## config.mk

```make
export PLATFORM = sky130hd
export DESIGN_NAME = sensor_frame_crc_decoder
export DESIGN_NICKNAME = d
export VERILOG_FILES = /design/src/sfcd_pkg.sv /design/src/sfcd_frame.sv /design/src/sfcd_scale.sv /design/src/sensor_frame_crc_decoder.sv
export SDC_FILE = /design/constraint.sdc
export NUM_CORES = 1
export LEC_CHECK = 0
export ABC_CLOCK_PERIOD_IN_PS = 6200
export BUFFER_PORTS_ARGS = -buffer_cell sky130_fd_sc_hd__buf_4
export CAP_MARGIN = 20
export CORE_ASPECT_RATIO = 1.1
export CORE_UTILIZATION = 25
export CTS_CLUSTER_SIZE = 12
export DETAILED_ROUTE_END_ITERATION = 16
export HOLD_SLACK_MARGIN = 0.02
export PLACE_DENSITY_LB_ADDON = 0.12
export SYNTH_ARGS = -nofsm -noshare
export SYNTH_HDL_FRONTEND = slang
export SYNTH_HIERARCHICAL = 1
export SYNTH_SLANG_ARGS = --single-unit
export TNS_END_PERCENT = 30
```

## constraint.sdc

```tcl
create_clock -name clk -period 6.2 [get_ports clk]
set_input_delay 0.31 -clock clk [delete_from_list [all_inputs] [get_ports clk]]
set_output_delay 0.31 -clock clk [all_outputs]
set_load 0.02 [all_outputs]
```

## src/sfcd_pkg.sv

```systemverilog
// ----------------------------------------------------------------------------
// sfcd_pkg
// Types, constants and helper functions of the sensor frame decoder
// ----------------------------------------------------------------------------
package sfcd_pkg;

  // crc-8 settings, msb first, no reflection, no final xor
  localparam logic [7:0] CRC_INIT = 8'hFF;
  localparam logic [7:0] CRC_POLY = 8'h31;

  // conversion scale factors, full scale of a raw word is 65535
  localparam logic [14:0] TEMP_SPAN   = 15'd17500;
  localparam logic [14:0] TEMP_OFFSET = 15'd4500;
  localparam logic [13:0] HUM_SPAN    = 14'd10000;
  localparam logic [16:0] WORD_FULL   = 17'd65535;

  // position of the next byte within the six byte frame
  typedef enum logic [5:0] {
    POS_T_HI  = 6'b000001,
    POS_T_LO  = 6'b000010,
    POS_T_CRC = 6'b000100,
    POS_H_HI  = 6'b001000,
    POS_H_LO  = 6'b010000,
    POS_H_CRC = 6'b100000
  } pos_t;

  // completed frame handed from the assembler to the scaling stages
  typedef struct packed {
    logic        failed;
    logic [15:0] temp_code;
    logic [15:0] hum_code;
  } frame_t;

  // one byte through the crc-8 shift register
  function automatic logic [7:0] crc8_update(input logic [7:0] crc, input logic [7:0] data);
    logic [7:0] c;
    c = crc ^ data;
    for (int b = 0; b < 8; b++) begin
      if (c[7]) begin
        c = {c[6:0], 1'b0} ^ CRC_POLY;
      end else begin
        c = {c[6:0], 1'b0};
      end
    end
    return c;
  endfunction

  // floor(x / 65535) for x below 2^31: fold the high half back, one correction
  function automatic logic [15:0] div_word_full(input logic [30:0] x);
    logic [14:0] q0;
    logic [16:0] r;
    q0 = x[30:16];
    r  = 17'(x[15:0]) + 17'(q0);
    if (r >= WORD_FULL) begin
      return 16'(q0) + 16'd1;
    end else begin
      return 16'(q0);
    end
  endfunction

endpackage

```

## src/sfcd_frame.sv

```systemverilog
// ----------------------------------------------------------------------------
// sfcd_frame
// Byte position tracking, word assembly and crc-8 checking of one frame
// ----------------------------------------------------------------------------
module sfcd_frame (
  input  logic            clk,
  input  logic            rst,
  input  logic            take,
  input  logic [7:0]      rx_byte,
  input  logic            frame_start,
  output logic            done,
  output sfcd_pkg::frame_t frame
);
  import sfcd_pkg::*;

  pos_t        pos, pos_eff, pos_next;
  logic [7:0]  running_crc, running_crc_next;
  logic [15:0] temp_word, temp_word_next;
  logic [15:0] hum_word, hum_word_next;
  logic        crc_failed, crc_failed_next;
  logic        crc_match;

  assign crc_match = (running_crc == rx_byte);

  // frame start or a stray position restarts at the first byte
  always_comb begin
    if (frame_start) begin
      pos_eff = POS_T_HI;
    end else begin
      unique case (pos)
        POS_T_HI, POS_T_LO, POS_T_CRC,
        POS_H_HI, POS_H_LO, POS_H_CRC: pos_eff = pos;
        default:                        pos_eff = POS_T_HI;
      endcase
    end
  end

  // per byte update of the frame state
  always_comb begin
    pos_next         = pos_eff;
    running_crc_next = running_crc;
    temp_word_next   = temp_word;
    hum_word_next    = hum_word;
    crc_failed_next  = crc_failed;
    unique case (pos_eff)
      POS_T_HI: begin
        crc_failed_next  = 1'b0;
        temp_word_next   = {rx_byte, 8'h00};
        running_crc_next = crc8_update(CRC_INIT, rx_byte);
        pos_next         = POS_T_LO;
      end
      POS_T_LO: begin
        temp_word_next   = {temp_word[15:8], rx_byte};
        running_crc_next = crc8_update(running_crc, rx_byte);
        pos_next         = POS_T_CRC;
      end
      POS_T_CRC: begin
        crc_failed_next  = crc_failed | ~crc_match;
        running_crc_next = CRC_INIT;
        pos_next         = POS_H_HI;
      end
      POS_H_HI: begin
        hum_word_next    = {rx_byte, 8'h00};
        running_crc_next = crc8_update(CRC_INIT, rx_byte);
        pos_next         = POS_H_LO;
      end
      POS_H_LO: begin
        hum_word_next    = {hum_word[15:8], rx_byte};
        running_crc_next = crc8_update(running_crc, rx_byte);
        pos_next         = POS_H_CRC;
      end
      POS_H_CRC: begin
        crc_failed_next  = crc_failed | ~crc_match;
        running_crc_next = CRC_INIT;
        pos_next         = POS_T_HI;
      end
      default: begin
        pos_next = POS_T_HI;
      end
    endcase
  end

  // state registers
  always_ff @(posedge clk) begin
    if (rst) begin
      pos         <= POS_T_HI;
      running_crc <= CRC_INIT;
      temp_word   <= '0;
      hum_word    <= '0;
      crc_failed  <= 1'b0;
    end else if (take) begin
      pos         <= pos_next;
      running_crc <= running_crc_next;
      temp_word   <= temp_word_next;
      hum_word    <= hum_word_next;
      crc_failed  <= crc_failed_next;
    end
  end

  // last crc byte completes the frame
  assign done            = take && (pos_eff == POS_H_CRC);
  assign frame.failed    = crc_failed | ~crc_match;
  assign frame.temp_code = temp_word;
  assign frame.hum_code  = hum_word;

endmodule

```

## src/sfcd_scale.sv

```systemverilog
// ----------------------------------------------------------------------------
// sfcd_scale
// Two stage conversion of raw words to centi units with the output register
// ----------------------------------------------------------------------------
module sfcd_scale (
  input  logic                    clk,
  input  logic                    rst,
  input  logic                    load,
  input  sfcd_pkg::frame_t        frame,
  output logic                    busy,
  output logic                    out_valid,
  input  logic                    out_stall,
  output logic                    status,
  output logic signed [14:0]      temperature_centi,
  output logic [13:0]             humidity_centi
);
  import sfcd_pkg::*;

  logic        mid_valid;
  logic        mid_failed;
  logic [30:0] temp_prod;
  logic [30:0] hum_prod;
  logic        out_load;
  logic [15:0] temp_quot;
  logic [15:0] hum_quot;

  // output slot is free or being emptied
  assign out_load = mid_valid && (!out_valid || !out_stall);
  assign busy     = mid_valid && out_valid && out_stall;

  // product stage
  always_ff @(posedge clk) begin
    if (rst) begin
      mid_valid <= 1'b0;
    end else if (load) begin
      mid_valid <= 1'b1;
    end else if (out_load) begin
      mid_valid <= 1'b0;
    end
  end

  always_ff @(posedge clk) begin
    if (load) begin
      mid_failed <= frame.failed;
      temp_prod  <= 31'(frame.temp_code) * 31'(TEMP_SPAN);
      hum_prod   <= 31'(frame.hum_code) * 31'(HUM_SPAN);
    end
  end

  // divide by full scale
  assign temp_quot = div_word_full(temp_prod);
  assign hum_quot  = div_word_full(hum_prod);

  // result register
  always_ff @(posedge clk) begin
    if (rst) begin
      out_valid <= 1'b0;
    end else if (out_load) begin
      out_valid <= 1'b1;
    end else if (!out_stall) begin
      out_valid <= 1'b0;
    end
  end

  always_ff @(posedge clk) begin
    if (out_load) begin
      status <= mid_failed;
      if (mid_failed) begin
        temperature_centi <= '0;
        humidity_centi    <= '0;
      end else begin
        temperature_centi <= $signed(15'(temp_quot) - TEMP_OFFSET);
        humidity_centi    <= 14'(hum_quot);
      end
    end
  end

endmodule

```

## src/sensor_frame_crc_decoder.sv

```systemverilog
// ----------------------------------------------------------------------------
// sensor_frame_crc_decoder
// CRC-8 checking and unit conversion of a six byte temperature/humidity frame
// ----------------------------------------------------------------------------
// Usage:
//   Input channel (in_valid, in_stall, rx_byte, frame_start) takes one frame
//   byte per transfer: temperature high, low, crc, humidity high, low, crc.
//   frame_start marks byte 0 and drops any partial frame.
//   Output channel (out_valid, out_stall) carries one result per frame:
//   status, temperature_centi, humidity_centi. On a crc failure status is 1
//   and both values read 0.
//   The product register loads at the transfer edge of the last crc byte;
//   the result register loads from it once the output slot is free or being
//   emptied, and out_valid rises with the result register.
//   Throughput: one byte per cycle while in_stall is low.
//   While the receiver stalls, the result holds and one more finished frame
//   waits in the product stage; in_stall rises only when both are full, and
//   then holds off every byte, not only the last one of a frame.
//   Reset (rst, synchronous) returns to byte 0 with the crc at 0xFF and
//   empties both result stages.
// ----------------------------------------------------------------------------
module sensor_frame_crc_decoder (
  input  logic               clk,
  input  logic               rst,
  input  logic               in_valid,
  output logic               in_stall,
  input  logic [7:0]         rx_byte,
  input  logic               frame_start,
  output logic               out_valid,
  input  logic               out_stall,
  output logic               status,
  output logic signed [14:0] temperature_centi,
  output logic [13:0]        humidity_centi
);
  import sfcd_pkg::*;

  logic   take;
  logic   done;
  logic   busy;
  frame_t frame;

  // byte accepted on this edge
  assign take     = in_valid && !in_stall;
  assign in_stall = busy;

  // frame assembly and crc check
  sfcd_frame u_frame (
    .clk         (clk),
    .rst         (rst),
    .take        (take),
    .rx_byte     (rx_byte),
    .frame_start (frame_start),
    .done        (done),
    .frame       (frame)
  );

  // conversion and output register
  sfcd_scale u_scale (
    .clk               (clk),
    .rst               (rst),
    .load              (done),
    .frame             (frame),
    .busy              (busy),
    .out_valid         (out_valid),
    .out_stall         (out_stall),
    .status            (status),
    .temperature_centi (temperature_centi),
    .humidity_centi    (humidity_centi)
  );

endmodule

```

==> impl_metrics.toml, run 1 <==
[yosys]
netlist_area_um2 = 13300
synth_edf_count = 86
synthCells = 1377
synthDistinctLibCells = 92
ys_ff_latch = 135
syn_nets = 1665
yosysWarnings = 6
avgSynthCellArea_um2 = 9.67
async_flop_share_pct = 0
synth_ff_type = "edfxtp_1"
ys_seq_area_share_pct = 26.8

[sta]
fin_skew_ps = 10.2
holdWs_ps = 106
tightest_slew_ps = 826
slew_headroom_pct = 44.9
fin_setup_tns_ps = 0
rsz0062_at_grt = "no"
setup_viol = 0
fmax_mhz = 174
period_minus_slack_ps = 5750
finalHoldViolCount = 0
min_period_over_period_pct = 92.7
slew_viol_final = 0

[min_path]
hold_path_startpoint = "out_stall"
min_path_cells = 3
hold_path.class = "primary input to register"
hold_end = "u_scale/out_valid"

[die]
start_util_pct = 25.4
die_x_um = 222
num_rows = 88
io_pins = 45
core_region_area_um2 = 52500
die_area_um2 = 54200
die_h_um = 244

[finish]
drive_above_1_share_pct = 9.19
n_antenna_cell = 0
final_cell_mix = "inv_1, ha_1, nor2_1"
syn_to_final_growth_pct = 12.6
num-fill-cells = 5527
multiInputGateArea_um2 = 8690
final_common_cell = "inv_1"
regArea_um2 = 3560
nets = 1700

[cts]
cts_tree = "yes"
clockBufferDepth = 2
holdBufCountCts = 0
clk_latency_ps = 470
clk_pin_slew_worst_paths_ps = 70
numCtsBuffers = 17
h-tree-depth = 4
clock-sinks = 135
root_buffer = "clkbuf_16"
cts_resized = 0
cts_setup_buffers = 0

[worst_setup_path]
path_class = "register to register"
cp-end-kind = "register"
cp.arrival_ps = 6060
r2r-start = "u_frame/temp_word[3]"
rr_endpoint = "u_scale/temp_prod[28]"
reg2reg_depth = 19
cp_max_fo = 6
startpoint_type = "register"
reg2reg_slack_ps = 450
required_ps = 6510

[grt]
met2_usage_pct = 20.1
top_usage_layer = "met2"
grtUsageTotal_pct = 12.4
grt_pass1_vias = 9486
met1_usage_pct = 16.7
grt_pass1_wl_um = 52300
grt.met3_usage_pct = 2.63
overflow = 0
antenna_found_initial = 0
grt_max_degree = 38

[status]
outcome = "complete, no violations"

[pwr]
combinationalPowerShare_pct = 16.5
p_leak_nw = 7.15
cellInternalPower_mw = 1.75
p_sw_mw = 0.706
total_power_mw = 2.45
power_density_nw_per_um2 = 163
power_frac_seq_pct = 40.2
ir_worst_vdd_mv = 0.156
switching_share_pct = 28.8
pwr-share-clk_pct = 43.3

[placed_design]
io_buffers = 44
dpl.hpwl_um = 25900
gp_congestion = 0.785

[route]
drtPass1Iterations = 5
routed_via_density = 4.52
wl_per_cell_um = 15.2
vias = 9487
wirelength_um = 32000
drt_iter0_markers = 380
drc = 0
ant_nets = 0

[job]
maxCapViolCount = 0
## power by group through the flow
stage               Sequential, mW  Clock (mW)  Combinational (mW)
floorplan                    0.996           0               0.307
CTS                          0.985        1.11               0.411
global route                 0.986        1.14               0.457
global placement              1.00           0               0.408
detailed placement            1.00           0               0.405
finish                       0.984        1.06               0.405
## state kept, by name, indices dropped and copies added (netlist names)
signal and flops:
u_frame/crc_failed 1, u_frame/hum_word 16, u_frame/pos 6, u_frame/running_crc 8
u_frame/temp_word 16, u_scale/hum_prod 26, u_scale/humidity_centi 14, u_scale/mid_failed 1
u_scale/mid_valid 1, u_scale/out_valid 1, u_scale/status 1, u_scale/temp_prod 29
u_scale/temperature_centi 15
## logic make-up after synthesis
group | after synthesis | share of synthesized area (%)
buffers and inverters | 278 | 8.09
multiplexers | 26 | 2.05
AND/OR/NAND/NOR | 309 | 12.2
adder cells (fa/ha/maj) | 275 | 30.5
XOR/XNOR | 109 | 7.88
AO/OA/AOI/OAI | 245 | 12.5
flip-flops | 135 | 26.8
## worst max-delay path, cell delays in order, from the launching register on
cell,delay [ps]
dfxtp_1,380
ha_1,300
inv_1,50
fa_1,500
inv_1,40
ha_1,280
ha_1,310
fa_1,540
fa_1,470
a21o_1,180
a21oi_1,220
o21bai_1,120
a2111o_1,460
nand2_1,80
o21ai_1,110
o211a_1,250
o21a_1,190
o41ai_1,380
or4b_2,620
o211ai_1,120
## area by class of cell
| class | instances | share of cell area [%] |
|---|---|---|
| inverters | 243 | 6.08 |
| clock buffers | 17 | 2.84 |
| repair buffers | 51 | 2.55 |
| multi-input cells | 964 | 57.9 |
| well taps | 675 | 5.63 |
| flip-flops and latches | 135 | 23.8 |
| clock inverters | 15 | 1.23 |
## how the worst max path moves through the flow
stage	from	endpoint	slack, ps	depth (start not counted)
floorplan	u_frame/temp_word[3]	u_scale/temp_prod[28]	700	19
global placement	u_frame/temp_word[3]	u_scale/temp_prod[28]	500	19
detailed placement	u_frame/temp_word[3]	u_scale/temp_prod[28]	410	19
CTS	u_frame/temp_word[3]	u_scale/temp_prod[28]	410	19
global route	u_frame/temp_word[3]	u_scale/temp_prod[28]	130	19
finish	u_frame/temp_word[3]	u_scale/temp_prod[28]	450	19
## through the flow
step           cell area, um^2  utilization [%]  setup WS [ps]  cells
2_1_floorplan            13300                -            701   1377
3_3_place_gp             14400             27.4            499   2067
3_5_place_dp             14400             27.4            412   2067
4_1_cts                  15000             28.5            408   2099
5_1_grt                  15000             28.6            132   2100
6_report                 15000             28.6            452   2100
## routing by layer
metal | share of wire, % | routed length, um
met5 | 0 | 0
met4 | 1.3 | 413
met3 | 2.7 | 869
met2 | 46 | 14600
met1 | 50 | 16100
## cells in the mapped netlist (all sizes together) (8+ instances only)
cell | n | area [um^2]
a21o | 26 | 203
a21oi | 72 | 372
a22o | 9 | 81.3
and2 | 11 | 68.8
and3 | 18 | 115
buf | 20 | 109
clkbuf | 15 | 56.3
dfxtp | 49 | 981
edfxtp | 86 | 2580
fa | 82 | 1640
ha | 193 | 2410
inv | 243 | 912
mux2i | 19 | 190
nand2 | 50 | 188
nand3 | 30 | 150
nand3b | 8 | 60.1
nand4 | 10 | 62.6
nor2 | 87 | 327
nor2b | 13 | 88.8
nor3 | 22 | 120
o21a | 8 | 60.1
o21ai | 52 | 260
o31ai | 10 | 93.8
or3 | 12 | 75.1
xnor2 | 68 | 633
xor2 | 39 | 368
Note: power is estimated with default switching activity, not from simulation.
==> run 2: changes to the inputs <==
--- a/config.mk
+++ b/config.mk
@@ -5,11 +5,11 @@
 export SDC_FILE = /design/constraint.sdc
 export NUM_CORES = 1
 export LEC_CHECK = 0
-export ABC_CLOCK_PERIOD_IN_PS = 6200
+export ABC_CLOCK_PERIOD_IN_PS = 5100
 export BUFFER_PORTS_ARGS = -buffer_cell sky130_fd_sc_hd__buf_4
 export CAP_MARGIN = 20
 export CORE_ASPECT_RATIO = 1.1
-export CORE_UTILIZATION = 25
+export CORE_UTILIZATION = 50
 export CTS_CLUSTER_SIZE = 12
 export DETAILED_ROUTE_END_ITERATION = 16
 export HOLD_SLACK_MARGIN = 0.02
==> constraint.sdc (replaced) <==
create_clock -name clk -period 5.1 [get_ports clk]
set_input_delay 0.255 -clock clk [delete_from_list [all_inputs] [get_ports clk]]
set_output_delay 0.255 -clock clk [all_outputs]
set_load 0.02 [all_outputs]
==> run 2 against run 1 <==
Worst setup slack got worse by 420 ps. Final cell count is 13% lower. Design area increased by 1.0%. Highest routed layer unchanged. Global-route usage up 9.1 points. Clock power rose by 22%. Power grew 21%.
==> impl_metrics.toml, run 2 (synthesis gave the netlist of run 1 again) <==
[finish]
final_cell_mix = "inv_1, ha_1, buf_4"
drive_above_1_share_pct = 14.4
regMostFlops = "u_scale/temp_prod"
syn_to_final_growth_pct = 13.8
largest_reg_flops = 29
top_regs = "u_scale/temp_prod (29), u_scale/hum_prod (26)"
final_common_cell = "inv_1"
nets = 1744
num-fill-cells = 2263
utilization_pct = 58.0
n_antenna_cell = 0

[sta]
tightest_slew_ps = 1010
setup_viol = 0
fin_setup_tns_ps = 0
fmax_mhz = 197
setup_ws_ps = 36.6
finalHoldViolCount = 0
period_minus_slack_ps = 5060
rsz0062_at_grt = "yes"
fin_skew_ps = 17.3
slew_headroom_pct = 32.2
slew_viol_final = 0
min_period_over_period_pct = 99.3

[route]
wl_met1_um = 13000
drt_iter0_markers = 565
route.met3.wl_um = 785
routed_via_density = 5.33
drc = 0
wirelength_um = 27800
ant_nets = 0
vias = 9711
drtPass1Iterations = 6
wl_met2_um = 13500
routed.top_layer = "met4"
wl_per_cell_um = 15.3

[pwr]
ir_worst_vdd_mv = 0.174
p_leak_nw = 7.40
power_density_nw_per_um2 = 196

[grt]
overflow = 0
grt_pass1_vias = 9475
grt_pass1_wl_um = 46300
grt_max_degree = 38
antenna_found_initial = 0
grtUsageTotal_pct = 21.5

[worst_setup_path]
reg2reg_depth = 19
endpoint = "u_scale/temp_prod[28]"
slowest_delay_ps = 490
cp_slowest_cell = "fa_1"
cpMostUsedCell = "ha_4"
r2r-start = "u_frame/temp_word[4]"
reg2reg_slack_ps = 40
cp_max_fo = 4
cp-end-kind = "register"
required_ps = 5340
rr_endpoint = "u_scale/temp_prod[28]"
path_class = "register to register"
startpoint_type = "register"
path_cells = "ha_4 -> inv_1 -> fa_1 -> inv_2 -> ha_4 -> ha_4 -> fa_2 -> fa_2 -> a21o_1 -> a21oi_2 -> o21bai_1 -> a2111o_1 -> nand2_2 -> o21ai_2 -> o211a_1 -> o21a_1 -> o41ai_4 -> or4b_4 -> o211ai_1"
cp.arrival_ps = 5310
crit_start = "u_frame/temp_word[4]"

[placed_design]
dpl.hpwl_um = 22300
place_ws_ps = -168
gp_congestion = 0.885
io_buffers = 44

[cts]
h-tree-depth = 4
root_buffer = "clkbuf_16"
clk_latency_ps = 430
cts_tree = "yes"
numCtsBuffers = 17
holdBufCountCts = 0
clk_pin_slew_worst_paths_ps = 70
clock-sinks = 135
clockBufferDepth = 2

[min_path]
hold_path.class = "primary input to register"

[die]
die_area_um2 = 27300
io_pins = 45
num_rows = 62
die_h_um = 173
start_util_pct = 50.9
die_x_um = 158
core_region_area_um2 = 26100

[status]
outcome = "complete, no violations"

[job]
maxCapViolCount = 0
run 2: cell types whose count changed in the layout (fill, tap and decap cells not counted), sizes merged:
cell	previous run	this run
clkinvlp	3	2
clkbuf	17	19
clkinv	2	1
bufinv	2	1
buf	51	95
inv	251	252
run 2: cell type report:
cell class | instances | area, um^2 | share of cell area (%)
clock inverters | 13 | 150 | 0.991
inverters | 243 | 912 | 6.02
flip-flops and latches | 135 | 3580 | 23.6
multi-input cells | 964 | 8870 | 58.5
clock buffers | 19 | 475 | 3.14
well taps | 352 | 440 | 2.91
repair buffers | 95 | 726 | 4.79
run 2: critical path, delay by kind of cell (launching register included):
| kind | cells | cell delay [ps] |
|---|---|---|
| fa+ha+maj | 6 | 2070 |
| flops | 1 | 370 |
| buf+inv | 2 | 90 |
| simple gates | 2 | 570 |
| compound gates | 9 | 1790 |
run 2: metrics by stage:
| stage | instances | cell area (um^2) | total power [mW] | hold WS (ps) |
|---|---|---|---|---|
| global route | 1821 | 15200 | 3.11 | 141 |
| detailed placement | 1779 | 14300 | 1.70 | 474 |
| floorplan | 1377 | 13400 | 1.59 | 327 |
| finish | 1821 | 15200 | 2.97 | 98.5 |
| CTS | 1817 | 15000 | 3.00 | 83.6 |
| global placement | 1779 | 14300 | 1.69 | 467 |
run 2: routing by layer:
layer / up-vias / track usage [%]
met5: - / 0
met4: 0 / 6.88
met3: 30 / 2.58
met2: 165 / 36.3
met1: 4630 / 28.5
li1: 4886 / -
run 2: worst min path at each step:
stage | from | to | slack [ps] | cells after the start
floorplan | rst | u_scale/mid_valid | 330 | 1
global placement | u_frame/pos[0] | u_frame/pos[0] | 470 | 1
detailed placement | u_frame/pos[0] | u_frame/pos[0] | 470 | 1
CTS | out_stall | u_scale/out_valid | 80 | 3
global route | out_stall | u_scale/out_valid | 140 | 3
finish | out_stall | u_scale/out_valid | 100 | 3
run 2: repair_timing:
item                                   CTS  global route
gates resized for setup                 13            24
setup endpoints to repair                1            10
endpoints found under the hold margin    0             0
pin swaps                                9            17
buffers inserted                         6             3
run 2: power by group:
group	switching [mW]	internal (mW)
logic	0.268	0.219
registers	0.0193	1.17
clock network	0.539	0.755
total	0.827	2.15
